**src/design/lru_pkg.sv**
```systemverilog
// Shared types and constants for the LRU page replacement block.
`default_nettype none

package lru_pkg;

  localparam int FRAME_COUNT_DEF = 8;
  localparam int PAGE_BITS_DEF   = 16;

  localparam int IN_PAGE_W   = 16;
  localparam int FRAME_IDX_W = 3;
  localparam int TOTAL_W     = 32;
  localparam int CFG_W       = 4;
  localparam int CFG_MAX     = (1 << CFG_W) - 1;

  localparam logic [CFG_W-1:0] CFG_RESET = 4'd4;

  typedef enum logic [1:0] {
    ST_IDLE,
    ST_EVAL,
    ST_COMMIT
  } lru_state_t;

  // Commands from the controller to the datapath.
  typedef struct packed {
    logic capture;
    logic decide;
    logic commit;
  } lru_cmd_t;

endpackage

`default_nettype wire

```
**src/design/lru_ctrl.sv**
```systemverilog
// Controller: sequences capture, lookup decision and commit of each item.
`default_nettype none

module lru_ctrl
  import lru_pkg::*;
(
  input  wire logic     clk,
  input  wire logic     rst_n,
  input  wire logic     start,
  output logic          busy,
  output lru_cmd_t      cmd
);

  lru_state_t state_r;
  lru_state_t state_nxt;

  always_ff @(posedge clk) begin
    if (!rst_n) begin
      state_r <= ST_IDLE;
    end else begin
      state_r <= state_nxt;
    end
  end

  always_comb begin
    state_nxt = state_r;
    case (state_r)
      ST_IDLE: begin
        if (start) state_nxt = ST_EVAL;
      end
      ST_EVAL: begin
        state_nxt = ST_COMMIT;
      end
      ST_COMMIT: begin
        // next item may be taken while this one commits
        if (start) state_nxt = ST_EVAL;
        else       state_nxt = ST_IDLE;
      end
      default: begin
        state_nxt = ST_IDLE;
      end
    endcase
  end

  always_comb begin
    busy        = 1'b0;
    cmd.capture = 1'b0;
    cmd.decide  = 1'b0;
    cmd.commit  = 1'b0;
    case (state_r)
      ST_IDLE: begin
        cmd.capture = start;
      end
      ST_EVAL: begin
        busy       = 1'b1;
        cmd.decide = 1'b1;
      end
      ST_COMMIT: begin
        cmd.capture = start;
        cmd.commit  = 1'b1;
      end
      default: begin
        busy = 1'b0;
      end
    endcase
  end

`ifndef SYNTHESIS
  a_accept_to_eval: assert property (@(posedge clk) disable iff (!rst_n)
    (start && !busy) |=> (state_r == ST_EVAL))
    else $error("accepted item did not enter lookup");

  a_eval_to_commit: assert property (@(posedge clk) disable iff (!rst_n)
    cmd.decide |=> cmd.commit)
    else $error("lookup not followed by commit");

  a_commit_after_decide: assert property (@(posedge clk) disable iff (!rst_n)
    cmd.commit |-> $past(cmd.decide))
    else $error("commit without a preceding lookup");
`endif

endmodule

`default_nettype wire

```
**src/design/lru_dpath.sv**
```systemverilog
// Datapath: frame tags, recency ranks, victim choice, totals and result registers.
`default_nettype none

module lru_dpath
  import lru_pkg::*;
#(
  parameter int FRAME_COUNT = FRAME_COUNT_DEF,
  parameter int PAGE_BITS   = PAGE_BITS_DEF
)
(
  input  wire logic                   clk,
  input  wire logic                   rst_n,
  input  wire lru_cmd_t               cmd,
  input  wire logic                   cfg_wr_en,
  input  wire logic [CFG_W-1:0]       cfg_wr_data,
  input  wire logic [IN_PAGE_W-1:0]   in_page_number,
  output logic                        out_valid,
  output logic                        out_hit,
  output logic [FRAME_IDX_W-1:0]      out_frame_index,
  output logic                        out_evicted_valid,
  output logic [IN_PAGE_W-1:0]        out_evicted_page,
  output logic [TOTAL_W-1:0]          out_hit_total,
  output logic [TOTAL_W-1:0]          out_miss_total
);

  // frames past the largest register value are never managed, so not built
  localparam int LANES = (FRAME_COUNT < CFG_MAX) ? FRAME_COUNT : CFG_MAX;
  localparam int IW    = (LANES > 1) ? $clog2(LANES) : 1;
  localparam int RW    = (FRAME_COUNT > 1) ? $clog2(FRAME_COUNT) : 1;

  localparam logic [RW-1:0]    RANK_SAT  = RW'(FRAME_COUNT - 1);
  localparam logic [RW:0]      LIMIT_ALL = (RW + 1)'(FRAME_COUNT);
  localparam logic [CFG_W-1:0] LANES_CFG = CFG_W'(LANES);

  logic [CFG_W-1:0]     cfg_r;
  logic [PAGE_BITS-1:0] page_r;
  logic [PAGE_BITS-1:0] frame_page_r [LANES];
  logic [RW-1:0]        frame_rank_r [LANES];
  logic [TOTAL_W-1:0]   hit_count_r;
  logic [TOTAL_W-1:0]   miss_count_r;
  logic [TOTAL_W-1:0]   hit_count_nxt;
  logic [TOTAL_W-1:0]   miss_count_nxt;

  // decision stage
  logic                 dec_zero_r;
  logic                 dec_hit_r;
  logic                 dec_ev_r;
  logic [IW-1:0]        dec_f_r;
  logic [RW:0]          dec_limit_r;
  logic [PAGE_BITS-1:0] dec_ev_page_r;

  logic                 dec_zero_nxt;
  logic                 dec_hit_nxt;
  logic                 dec_ev_nxt;
  logic [IW-1:0]        dec_f_nxt;
  logic [RW:0]          dec_limit_nxt;
  logic [PAGE_BITS-1:0] dec_ev_page_nxt;

  logic                 out_valid_r;
  logic                 out_hit_r;
  logic [FRAME_IDX_W-1:0] out_frame_index_r;
  logic                 out_ev_r;
  logic [IN_PAGE_W-1:0] out_ev_page_r;

  logic [CFG_W-1:0]     managed;
  logic [LANES-1:0]     lane_on;
  logic [31:0]          page_wide;
  logic [31:0]          f_wide;
  logic [31:0]          ev_wide;

  assign managed = (cfg_r == '0)       ? CFG_W'(1) :
                   (cfg_r > LANES_CFG) ? LANES_CFG : cfg_r;

  always_comb begin
    for (int i = 0; i < LANES; i++) begin
      lane_on[i] = (CFG_W'(i) < managed);
    end
  end

  assign page_wide = {{(32 - IN_PAGE_W){1'b0}}, in_page_number};
  assign f_wide    = 32'(dec_f_r);
  assign ev_wide   = 32'(dec_ev_page_r);

  // lookup: first matching frame, else first empty frame, else oldest frame
  always_comb begin
    logic          hit_found;
    logic          empty_found;
    logic [IW-1:0] hit_idx;
    logic [IW-1:0] empty_idx;
    logic [IW-1:0] vic_idx;
    logic [RW-1:0] best;
    hit_found   = 1'b0;
    empty_found = 1'b0;
    hit_idx     = '0;
    empty_idx   = '0;
    vic_idx     = '0;
    best        = '0;
    for (int i = 0; i < LANES; i++) begin
      if (lane_on[i] && !hit_found && frame_page_r[i] == page_r) begin
        hit_found = 1'b1;
        hit_idx   = IW'(i);
      end
      if (lane_on[i] && !empty_found && frame_page_r[i] == '0) begin
        empty_found = 1'b1;
        empty_idx   = IW'(i);
      end
      if (lane_on[i] && frame_rank_r[i] > best) begin
        best    = frame_rank_r[i];
        vic_idx = IW'(i);
      end
    end

    dec_zero_nxt    = (page_r == '0);
    dec_hit_nxt     = 1'b0;
    dec_ev_nxt      = 1'b0;
    dec_f_nxt       = '0;
    dec_limit_nxt   = '0;
    dec_ev_page_nxt = '0;
    if (!dec_zero_nxt) begin
      if (hit_found) begin
        dec_hit_nxt   = 1'b1;
        dec_f_nxt     = hit_idx;
        dec_limit_nxt = {1'b0, frame_rank_r[hit_idx]};
      end else if (empty_found) begin
        dec_f_nxt     = empty_idx;
        dec_limit_nxt = LIMIT_ALL;
      end else begin
        dec_ev_nxt      = 1'b1;
        dec_f_nxt       = vic_idx;
        dec_limit_nxt   = {1'b0, best};
        dec_ev_page_nxt = frame_page_r[vic_idx];
      end
    end
  end

  always_comb begin
    hit_count_nxt  = hit_count_r;
    miss_count_nxt = miss_count_r;
    if (!dec_zero_r) begin
      if (dec_hit_r) begin
        if (hit_count_r != '1) hit_count_nxt = hit_count_r + TOTAL_W'(1);
      end else begin
        if (miss_count_r != '1) miss_count_nxt = miss_count_r + TOTAL_W'(1);
      end
    end
  end

  always_ff @(posedge clk) begin
    if (!rst_n) begin
      cfg_r        <= CFG_RESET;
      hit_count_r  <= '0;
      miss_count_r <= '0;
      out_valid_r  <= 1'b0;
      for (int i = 0; i < LANES; i++) begin
        frame_page_r[i] <= '0;
        frame_rank_r[i] <= '0;
      end
    end else begin
      if (cfg_wr_en) cfg_r <= cfg_wr_data;
      out_valid_r <= cmd.commit;
      if (cmd.commit && !dec_zero_r) begin
        hit_count_r  <= hit_count_nxt;
        miss_count_r <= miss_count_nxt;
        for (int i = 0; i < LANES; i++) begin
          if (IW'(i) == dec_f_r) begin
            frame_rank_r[i] <= '0;
            if (!dec_hit_r) frame_page_r[i] <= page_r;
          end else if (lane_on[i] && frame_page_r[i] != '0 &&
                       {1'b0, frame_rank_r[i]} < dec_limit_r &&
                       frame_rank_r[i] < RANK_SAT) begin
            frame_rank_r[i] <= frame_rank_r[i] + RW'(1);
          end
        end
      end
    end
  end

  always_ff @(posedge clk) begin
    if (cmd.capture) page_r <= page_wide[PAGE_BITS-1:0];
    if (cmd.decide) begin
      dec_zero_r    <= dec_zero_nxt;
      dec_hit_r     <= dec_hit_nxt;
      dec_ev_r      <= dec_ev_nxt;
      dec_f_r       <= dec_f_nxt;
      dec_limit_r   <= dec_limit_nxt;
      dec_ev_page_r <= dec_ev_page_nxt;
    end
    if (cmd.commit) begin
      out_hit_r         <= dec_hit_r;
      out_frame_index_r <= f_wide[FRAME_IDX_W-1:0];
      out_ev_r          <= dec_ev_r;
      out_ev_page_r     <= ev_wide[IN_PAGE_W-1:0];
    end
  end

  assign out_valid         = out_valid_r;
  assign out_hit           = out_hit_r;
  assign out_frame_index   = out_frame_index_r;
  assign out_evicted_valid = out_ev_r;
  assign out_evicted_page  = out_ev_page_r;
  assign out_hit_total     = hit_count_r;
  assign out_miss_total    = miss_count_r;

`ifndef SYNTHESIS
  a_hit_no_evict: assert property (@(posedge clk) disable iff (!rst_n)
    (out_valid && out_hit) |-> !out_evicted_valid)
    else $error("hit item reported an eviction");

  a_evict_occupied: assert property (@(posedge clk) disable iff (!rst_n)
    (out_valid && out_evicted_valid) |-> (out_evicted_page != '0))
    else $error("evicted an empty frame");

  a_used_frame_newest: assert property (@(posedge clk) disable iff (!rst_n)
    (cmd.commit && !dec_zero_r) |=> (frame_rank_r[$past(dec_f_r)] == '0))
    else $error("used frame not most recent after commit");
`endif

endmodule

`default_nettype wire

```
**src/design/lru_page_replacement.sv**
```systemverilog
// Top level of the LRU page replacement block.
//
//  channel  | handshake           | payload
//  ---------+---------------------+-------------------------------------------
//  input    | start / busy        | in_page_number
//  result   | out_valid (strobe)  | out_hit, out_frame_index, out_evicted_valid,
//           |                     | out_evicted_page, out_hit_total, out_miss_total
//  config   | cfg_wr_en           | cfg_wr_data (frames in use)
//
// An item passes through a lookup state (tag compare, empty and oldest-frame
// search) and a commit state (rank, tag and total update); the next item is
// taken during the commit state. busy is high in the lookup state only.
// The result strobe comes in the cycle after commit, for one cycle.
// Synchronous reset empties all frames, clears ranks and totals, frames in use = 4.
// The receiver cannot stall; results are never held.
`default_nettype none

module lru_page_replacement
  import lru_pkg::*;
#(
  parameter int FRAME_COUNT = FRAME_COUNT_DEF,
  parameter int PAGE_BITS   = PAGE_BITS_DEF
)
(
  input  wire logic                   clk,
  input  wire logic                   rst_n,
  input  wire logic                   start,
  output logic                        busy,
  input  wire logic [IN_PAGE_W-1:0]   in_page_number,
  input  wire logic                   cfg_wr_en,
  input  wire logic [CFG_W-1:0]       cfg_wr_data,
  output logic                        out_valid,
  output logic                        out_hit,
  output logic [FRAME_IDX_W-1:0]      out_frame_index,
  output logic                        out_evicted_valid,
  output logic [IN_PAGE_W-1:0]        out_evicted_page,
  output logic [TOTAL_W-1:0]          out_hit_total,
  output logic [TOTAL_W-1:0]          out_miss_total
);

  lru_cmd_t cmd;

  lru_ctrl u_ctrl (
    .clk   (clk),
    .rst_n (rst_n),
    .start (start),
    .busy  (busy),
    .cmd   (cmd)
  );

  lru_dpath #(
    .FRAME_COUNT (FRAME_COUNT),
    .PAGE_BITS   (PAGE_BITS)
  ) u_dpath (
    .clk               (clk),
    .rst_n             (rst_n),
    .cmd               (cmd),
    .cfg_wr_en         (cfg_wr_en),
    .cfg_wr_data       (cfg_wr_data),
    .in_page_number    (in_page_number),
    .out_valid         (out_valid),
    .out_hit           (out_hit),
    .out_frame_index   (out_frame_index),
    .out_evicted_valid (out_evicted_valid),
    .out_evicted_page  (out_evicted_page),
    .out_hit_total     (out_hit_total),
    .out_miss_total    (out_miss_total)
  );

endmodule

`default_nettype wire

```
**config.mk**
```make
export PLATFORM = sky130hd
export DESIGN_NAME = lru_page_replacement
export DESIGN_NICKNAME = d
export VERILOG_FILES = /design/src/design/lru_pkg.sv /design/src/design/lru_ctrl.sv /design/src/design/lru_dpath.sv /design/src/design/lru_page_replacement.sv
export SDC_FILE = /design/constraint.sdc
export NUM_CORES = 1
export LEC_CHECK = 0
export BUFFER_PORTS_ARGS = -buffer_cell sky130_fd_sc_hd__buf_4
export CAP_MARGIN = 20
export CORE_ASPECT_RATIO = 1.1
export CORE_MARGIN = 2
export CORE_UTILIZATION = 57
export DETAILED_ROUTE_END_ITERATION = 10
export PLACE_DENSITY = 0.88
export SYNTH_ARGS = -nofsm -noshare
export SYNTH_HDL_FRONTEND = slang
export SYNTH_HIERARCHICAL = 1
export SYNTH_SLANG_ARGS = --single-unit
```
**constraint.sdc**
```tcl
create_clock -name clk -period 11.7 [get_ports clk]
set_input_delay 0 -clock clk [delete_from_list [all_inputs] [get_ports clk]]
set_output_delay 0 -clock clk [all_outputs]
set_load 0.005 [all_outputs]
```
; ---- Word level (Yosys, flattened, before mapping)
; Memory sizes are Yosys's and may differ from the RTL's. A register that Yosys moved wholly into a read port is not among the register bits.
; Index checks and enable logic that the tools add are counted.
[word_totals]
ff_bits = 118
latch_bits = 0
romBits = 0
ram_bits = 152
inputBits = 24
elab_cells = 399
n_memories = 2
out_inout_bits = 87
[mem_list]
columns = name, depth, width, rd, rd_ports_with_merged_regs, write_ports, line
row1 = u_dpath.frame_page_r, 8, 16, 9, 1, 8, lru_dpath.sv:37  ; logic [PAGE_BITS-1:0] frame_page_r [LANES];
row2 = u_dpath.frame_rank_r, 8, 3, 9, 0, 8, lru_dpath.sv:38  ; logic [RW-1:0] frame_rank_r [LANES];
[op_classes]
bitwise_logic = 26
n_shift = 0
div_mod_pow = 0
reduce_logical = 103
n_mul = 0
order_cmp = 33
addsub = 10
n_mux = 189
eq_ne = 20
[ops]
columns = cell, n
row1 = zero test 16 bit, 9
row2 = two-way mux 1 bit, 131
row3 = equality test 16 bit, 8
row4 = two-way mux 16 bit, 8
row5 = nonzero test 16 bit, 8
row6 = two-way mux 3 bit, 39
row7 = adder 32 x 1 -> 32 bit (second input constant), 2
row8 = != test 32 bit (second input constant), 2
row9 = logical AND 1 bit, 63
row10 = less-than comparator 3 x 4 -> 1 bit, 8
row11 = adder 3 x 1 -> 3 bit (second input constant), 8
row12 = less-than comparator 3 bit (second input constant), 8
row13 = OR 1 bit, 24
row14 = greater-than comparator 3 bit, 7
row15 = less-than comparator 3 x 4 -> 1 bit (first input constant), 4
row16 = zero test 1 bit, 15
row17 = two-way mux 2 bit, 7
row18 = equality test 3 bit (first input constant), 4
row19 = two-way mux 4 bit, 3
row20 = less-than comparator 1 x 4 -> 1 bit (first input constant), 2
row21 = less-than comparator 2 x 4 -> 1 bit (first input constant), 2
row22 = AND reduction 4 bit, 2
row23 = equality test 2 x 3 -> 1 bit (first input constant), 2
row24 = one-hot mux 2 bit (3 select lines), 1
row25 = other kinds (12), 14

; ---- Depth between registers and ports, before layout
[logic_depth]
word_depth = 36
mapped_depth = 60
mapped_depth_nobuf = 57

; ---- By module
; Netlist, hierarchy kept.
[modules_own_cells]
columns = mod, cells_per_inst, instances, area_per_inst_um2, seq_area_each_um2
row1 = lru_dpath, 1455, 1, 15382.3, 7837.5
row2 = lru_ctrl, 8, 1, 83.8, 40.0

; ---- Worst setup path after synthesis
; Ideal clock, no wire load.
[synth_path]
path_kind = register to register
startpoint = mem u_dpath/frame_rank_r[0][0] (netlist bit)
endpoint = reg u_dpath.dec_ev_page_r[12], read port of u_dpath.frame_page_r (data pin)
arrival_time_ps = 10393
setup_time_ps = 259
path_stages_with_launch = 58
setup_slack_ps = 1048
path_cell_list = edfxtp_1 inv_1 ha_1 a21o_1 ha_1 and3_1 nor2_2 and2_4 buf_6 mux2_2 ha_1 nor2_1 o311ai_1 a21oi_1 mux2_2 ha_1 nor2_1 o21ai_0 (+22 left out) inv_1 a21o_1 a21oi_1 a311oi_1 o31ai_1 a21oi_1 inv_1 ha_1 inv_1 a21o_1 a21oi_1 a311oi_1 or2_2 nor2_1 nand3_1 buf_2 o22ai_1 or2_1
[synth_rtl]
columns = item, line
row1 = "start, declared", lru_dpath.sv:38
row2 = "end, declared", lru_dpath.sv:50  ; logic [PAGE_BITS-1:0] dec_ev_page_r;

==> flow_metrics.env <==
export IMPL_clock_skew_final_ns=0.01602
export IMPL_drt_initial_drc_count=1489
export IMPL_clk_insertion_delay_late_ns=0.57
export IMPL_timing_fmax_mhz=90.28
export IMPL_leakage_nw=6.962
export IMPL_synthFlopType="sky130_fd_sc_hd__edfxtp_1"
export IMPL_post_synth_instance_area_sq_um=15470
export IMPL_syn_avg_cell_area_sq_um=10.57
export IMPL_num_nets_final=1652
export IMPL_worst_path_largest_cell_delay_ns=0.47
export IMPL_timing_critical_path_slowest_stage_cell="sky130_fd_sc_hd__edfxtp_1"
export IMPL_synth_largest_type_area_fraction=0.4174
export IMPL_groute_usage_overall=0.3127
export IMPL_boundary_pins=111
export IMPL_cell_row_count=63
export IMPL_final_non_filler_cell_total=1968
export IMPL_area_delta_synth_final_pct=15.70
export IMPL_avgRoutedWirePerCell_microns=23.12
export IMPL_die_area_sq_um=28470
export IMPL_number_of_global_route_vias_before_repair=12050
export IMPL_worst_hold_path_type="input pin to register"
export IMPL_start_kind="register"
export IMPL_clock_root_buffer="sky130_fd_sc_hd__clkbuf_16"
export IMPL_synth_edf_count=215
export IMPL_vias_per_cell=6.288
export IMPL_cts_reportedPaths_clkPinSlew_ns=0.07
export IMPL_fin_util=0.6677
export IMPL_ctsHtreeMaxLevel=1
export IMPL_report_final_hold_viol_count=0
export IMPL_filler_cell_count=2032
export IMPL_worst_endpoint_required_ns=12.02
export IMPL_post_route_cells_drive_above_1_share=0.1366
export IMPL_cp_buffers_inverters=8
export IMPL_path_max_fanout=17
export IMPL_cts_root_to_sink_buffers=3
export IMPL_ys_ff_latch=286
export IMPL_drtPass1Iterations=6
export IMPL_final_cell_mix="215 x sky130_fd_sc_hd__edfxtp_1, 208 x sky130_fd_sc_hd__nor2_1, 125 x sky130_fd_sc_hd__buf_4, 99 x sky130_fd_sc_hd__xnor2_1, 96 x sky130_fd_sc_hd__nand2_1"
export IMPL_grt_antenna_before_repair=0
export IMPL_drcViolationCount=0
export IMPL_outcome="finished, final reports clean"
export IMPL_chipHeight_microns=176.8
export IMPL_cellPowerDensity_nw_per_um2=146.9
export IMPL_rel_slew_slack=0.2995
export IMPL_irDropWorstVdd_mv=0.1484
export IMPL_antenna_diode_count=0
export IMPL_timing_max_transition_violations_final=0
export IMPL_yosysSeqAreaShare=0.5093
export IMPL_cts_inserted_buffers=29
export IMPL_tritoncts="done"
export IMPL_grt_remaining_overflow=0
export IMPL_largest_net_degree_at_the_start_of_global_routing=70
export IMPL_clock_sink_count=286
export IMPL_worst_r2r_setup_slack_ns=0.62
export IMPL_worst_setup_path_type="register to register"
export IMPL_detail_route_antenna_nets=0
export IMPL_gpl_final_weighted_congestion=0.9948
export IMPL_critical_path_endpoint_type="register"
export IMPL_floorplan_core_area_sq_um=26800
export IMPL_die_w_microns=161.1
export IMPL_dp_hpwl_mm=32.10
export IMPL_finalWorstPathRequiredPeriod_ns=11.08
export IMPL_timing_final_crit_share=0.9467
export IMPL_mostFrequentLayoutCell="sky130_fd_sc_hd__edfxtp_1"
export IMPL_synth_cell_type_count=73
export IMPL_io_buffer_count=110
export IMPL_synth_async_reset_ratio=0
export IMPL_synth_warning_count=6
export IMPL_post_synth_main_area_contributors="sky130_fd_sc_hd__edfxtp_1 42%, sky130_fd_sc_hd__dfxtp_1 9.2%, sky130_fd_sc_hd__mux2i_1 5.6%"
export IMPL_hold_path_cell_count=2
export IMPL_synthesized_instance_count=1463
export IMPL_power_mw=2.629
export IMPL_synthDominantAreaCellType="sky130_fd_sc_hd__edfxtp_1"
export IMPL_cp_top_family="compound AO/OA/AOI/OAI gates"
export IMPL_dr_total_vias=12370
export IMPL_initial_core_util=0.5771
export IMPL_total_of_endpoints_with_negative_setup_slack_in_the_final_report=0
export IMPL_syn_num_nets=1527
export IMPL_critPathArrivalTime_ns=11.40
export IMPL_worst_r2r_path_depth=56
export IMPL_cap_viol_max_count=0
export IMPL_routed_wirelength_mm=45.50
export IMPL_tightest_slew_ns=1.051
export IMPL_total_number_of_cells_along_the_worst_setup_path=56
export IMPL_grt_first_pass_wirelength_mm=68.74
export IMPL_place_detailed_instances=1883
export IMPL_cp_common_cell="sky130_fd_sc_hd__ha_1"
state kept, by name (all words and copies together) (netlist names):
signal                     count
u_dpath/dec_ev_page_r         16
u_dpath/page_r                16
u_dpath/frame_rank_r          24
u_dpath/out_valid              1
u_dpath/dec_limit_r            4
u_dpath/out_hit                1
u_dpath/dec_f_r                3
u_dpath/dec_zero_r             1
u_dpath/out_evicted_valid      1
u_dpath/cfg_r                  4
u_dpath/dec_ev_r               1
u_dpath/out_evicted_page      16
u_dpath/out_frame_index        3
u_dpath/out_miss_total        32
u_dpath/dec_hit_r              1
u_ctrl/state_r                 2
u_dpath/out_hit_total         32
u_dpath/frame_page_r         128
cell usage after synthesis, types with 9 or more instances:
master	instances
sky130_fd_sc_hd__a21o_1	13
sky130_fd_sc_hd__a21oi_1	44
sky130_fd_sc_hd__and2_1	11
sky130_fd_sc_hd__and3_1	12
sky130_fd_sc_hd__clkbuf_1	41
sky130_fd_sc_hd__dfxtp_1	71
sky130_fd_sc_hd__edfxtp_1	215
sky130_fd_sc_hd__ha_1	40
sky130_fd_sc_hd__inv_1	61
sky130_fd_sc_hd__mux2i_1	87
sky130_fd_sc_hd__nand2_1	96
sky130_fd_sc_hd__nand3_1	39
sky130_fd_sc_hd__nand4_1	38
sky130_fd_sc_hd__nor2_1	209
sky130_fd_sc_hd__nor2b_1	10
sky130_fd_sc_hd__nor3_1	18
sky130_fd_sc_hd__nor4_1	52
sky130_fd_sc_hd__o21ai_0	23
sky130_fd_sc_hd__o22ai_1	39
sky130_fd_sc_hd__or2_1	16
sky130_fd_sc_hd__or3_1	9
sky130_fd_sc_hd__xnor2_1	99
sky130_fd_sc_hd__xor2_1	89
report_power, final:
group | total [mW] | switching (mW) | internal (mW)
logic | 0.479 | 0.271 | 0.208
registers | 1.21 | 0.0659 | 1.14
clock network | 0.941 | 0.399 | 0.542
worst register-to-register path: cells and delay by family, from the launching register on:
kind / cells / cell delay (ns)
AO/OA/AOI/OAI: 23 / 3.72
adder cells (fa/ha/maj): 10 / 2.55
AND/OR/NAND/NOR: 12 / 1.92
multiplexers: 3 / 1.09
buffers and inverters: 8 / 1.06
flip-flops: 1 / 0.47
kinds of logic (layout without fill, tap and decap cells):
logic type      Yosys count  after routing  synth area share
simple gates            545            545            0.1694
buf+inv                 124            272           0.03762
fa+ha+maj                42             42           0.03365
xor+xnor                188            188            0.1065
mux                      92             92           0.05995
compound gates          186            186           0.08357
flops                   286            286            0.5093
worst paths after layout:
check                             startpoint                         to
setup / recovery  u_dpath/frame_rank_r[0][1]  u_dpath/dec_ev_page_r[10]
hold / removal            in_page_number[14]         u_dpath/page_r[14]
setup reg to reg  u_dpath/frame_rank_r[0][1]  u_dpath/dec_ev_page_r[10]
hold reg to reg             u_dpath/dec_ev_r  u_dpath/out_evicted_valid
what timing repair did:
| item | 4_1_cts | 5_1_grt |
|---|---|---|
| buffers inserted | 0 | 2 |
| setup endpoints to repair | 0 | 17 |
| resized for setup | 0 | 17 |
| hold buffers | 27 | 0 |
| hold endpoints to repair | 26 | 0 |
per-stage QoR:
step / TNS, ns / hold WS, ns / cell area [sq um] / setup WS [ns]
after global placement: 0 / 0.1777 / 16530 / 0.6793
after detailed placement: 0 / 0.1795 / 16530 / 0.4411
after floorplan: 0 / 0.09887 / 15470 / 1.048
after CTS: 0 / 0.1406 / 17790 / 0.3780
after global routing: -0.04188 / 0.1494 / 17890 / -0.03956
final: 0 / 0.1585 / 17890 / 0.6238
metal layers:
layer | up-vias | routed length (microns) | track usage
li1 | 5530 | - | -
met4 | 0 | 2081 | 0.1362
met5 | - | 0 | 0
met3 | 161 | 4471 | 0.04686
met1 | 5921 | 16690 | 0.3934
met2 | 762 | 22260 | 0.5390
cell type report:
class	instances	area, sq um	area share
clock buffer	36	814.5	0.04552
clock inverter	18	168.9	0.009439
inverter	62	232.7	0.01301
multi-input combinational	1053	7066	0.3948
sequential	286	7878	0.4402
tap	357	446.7	0.02496
timing repair buffer	156	1289	0.07202
Power figures use the tool's default switching activity.
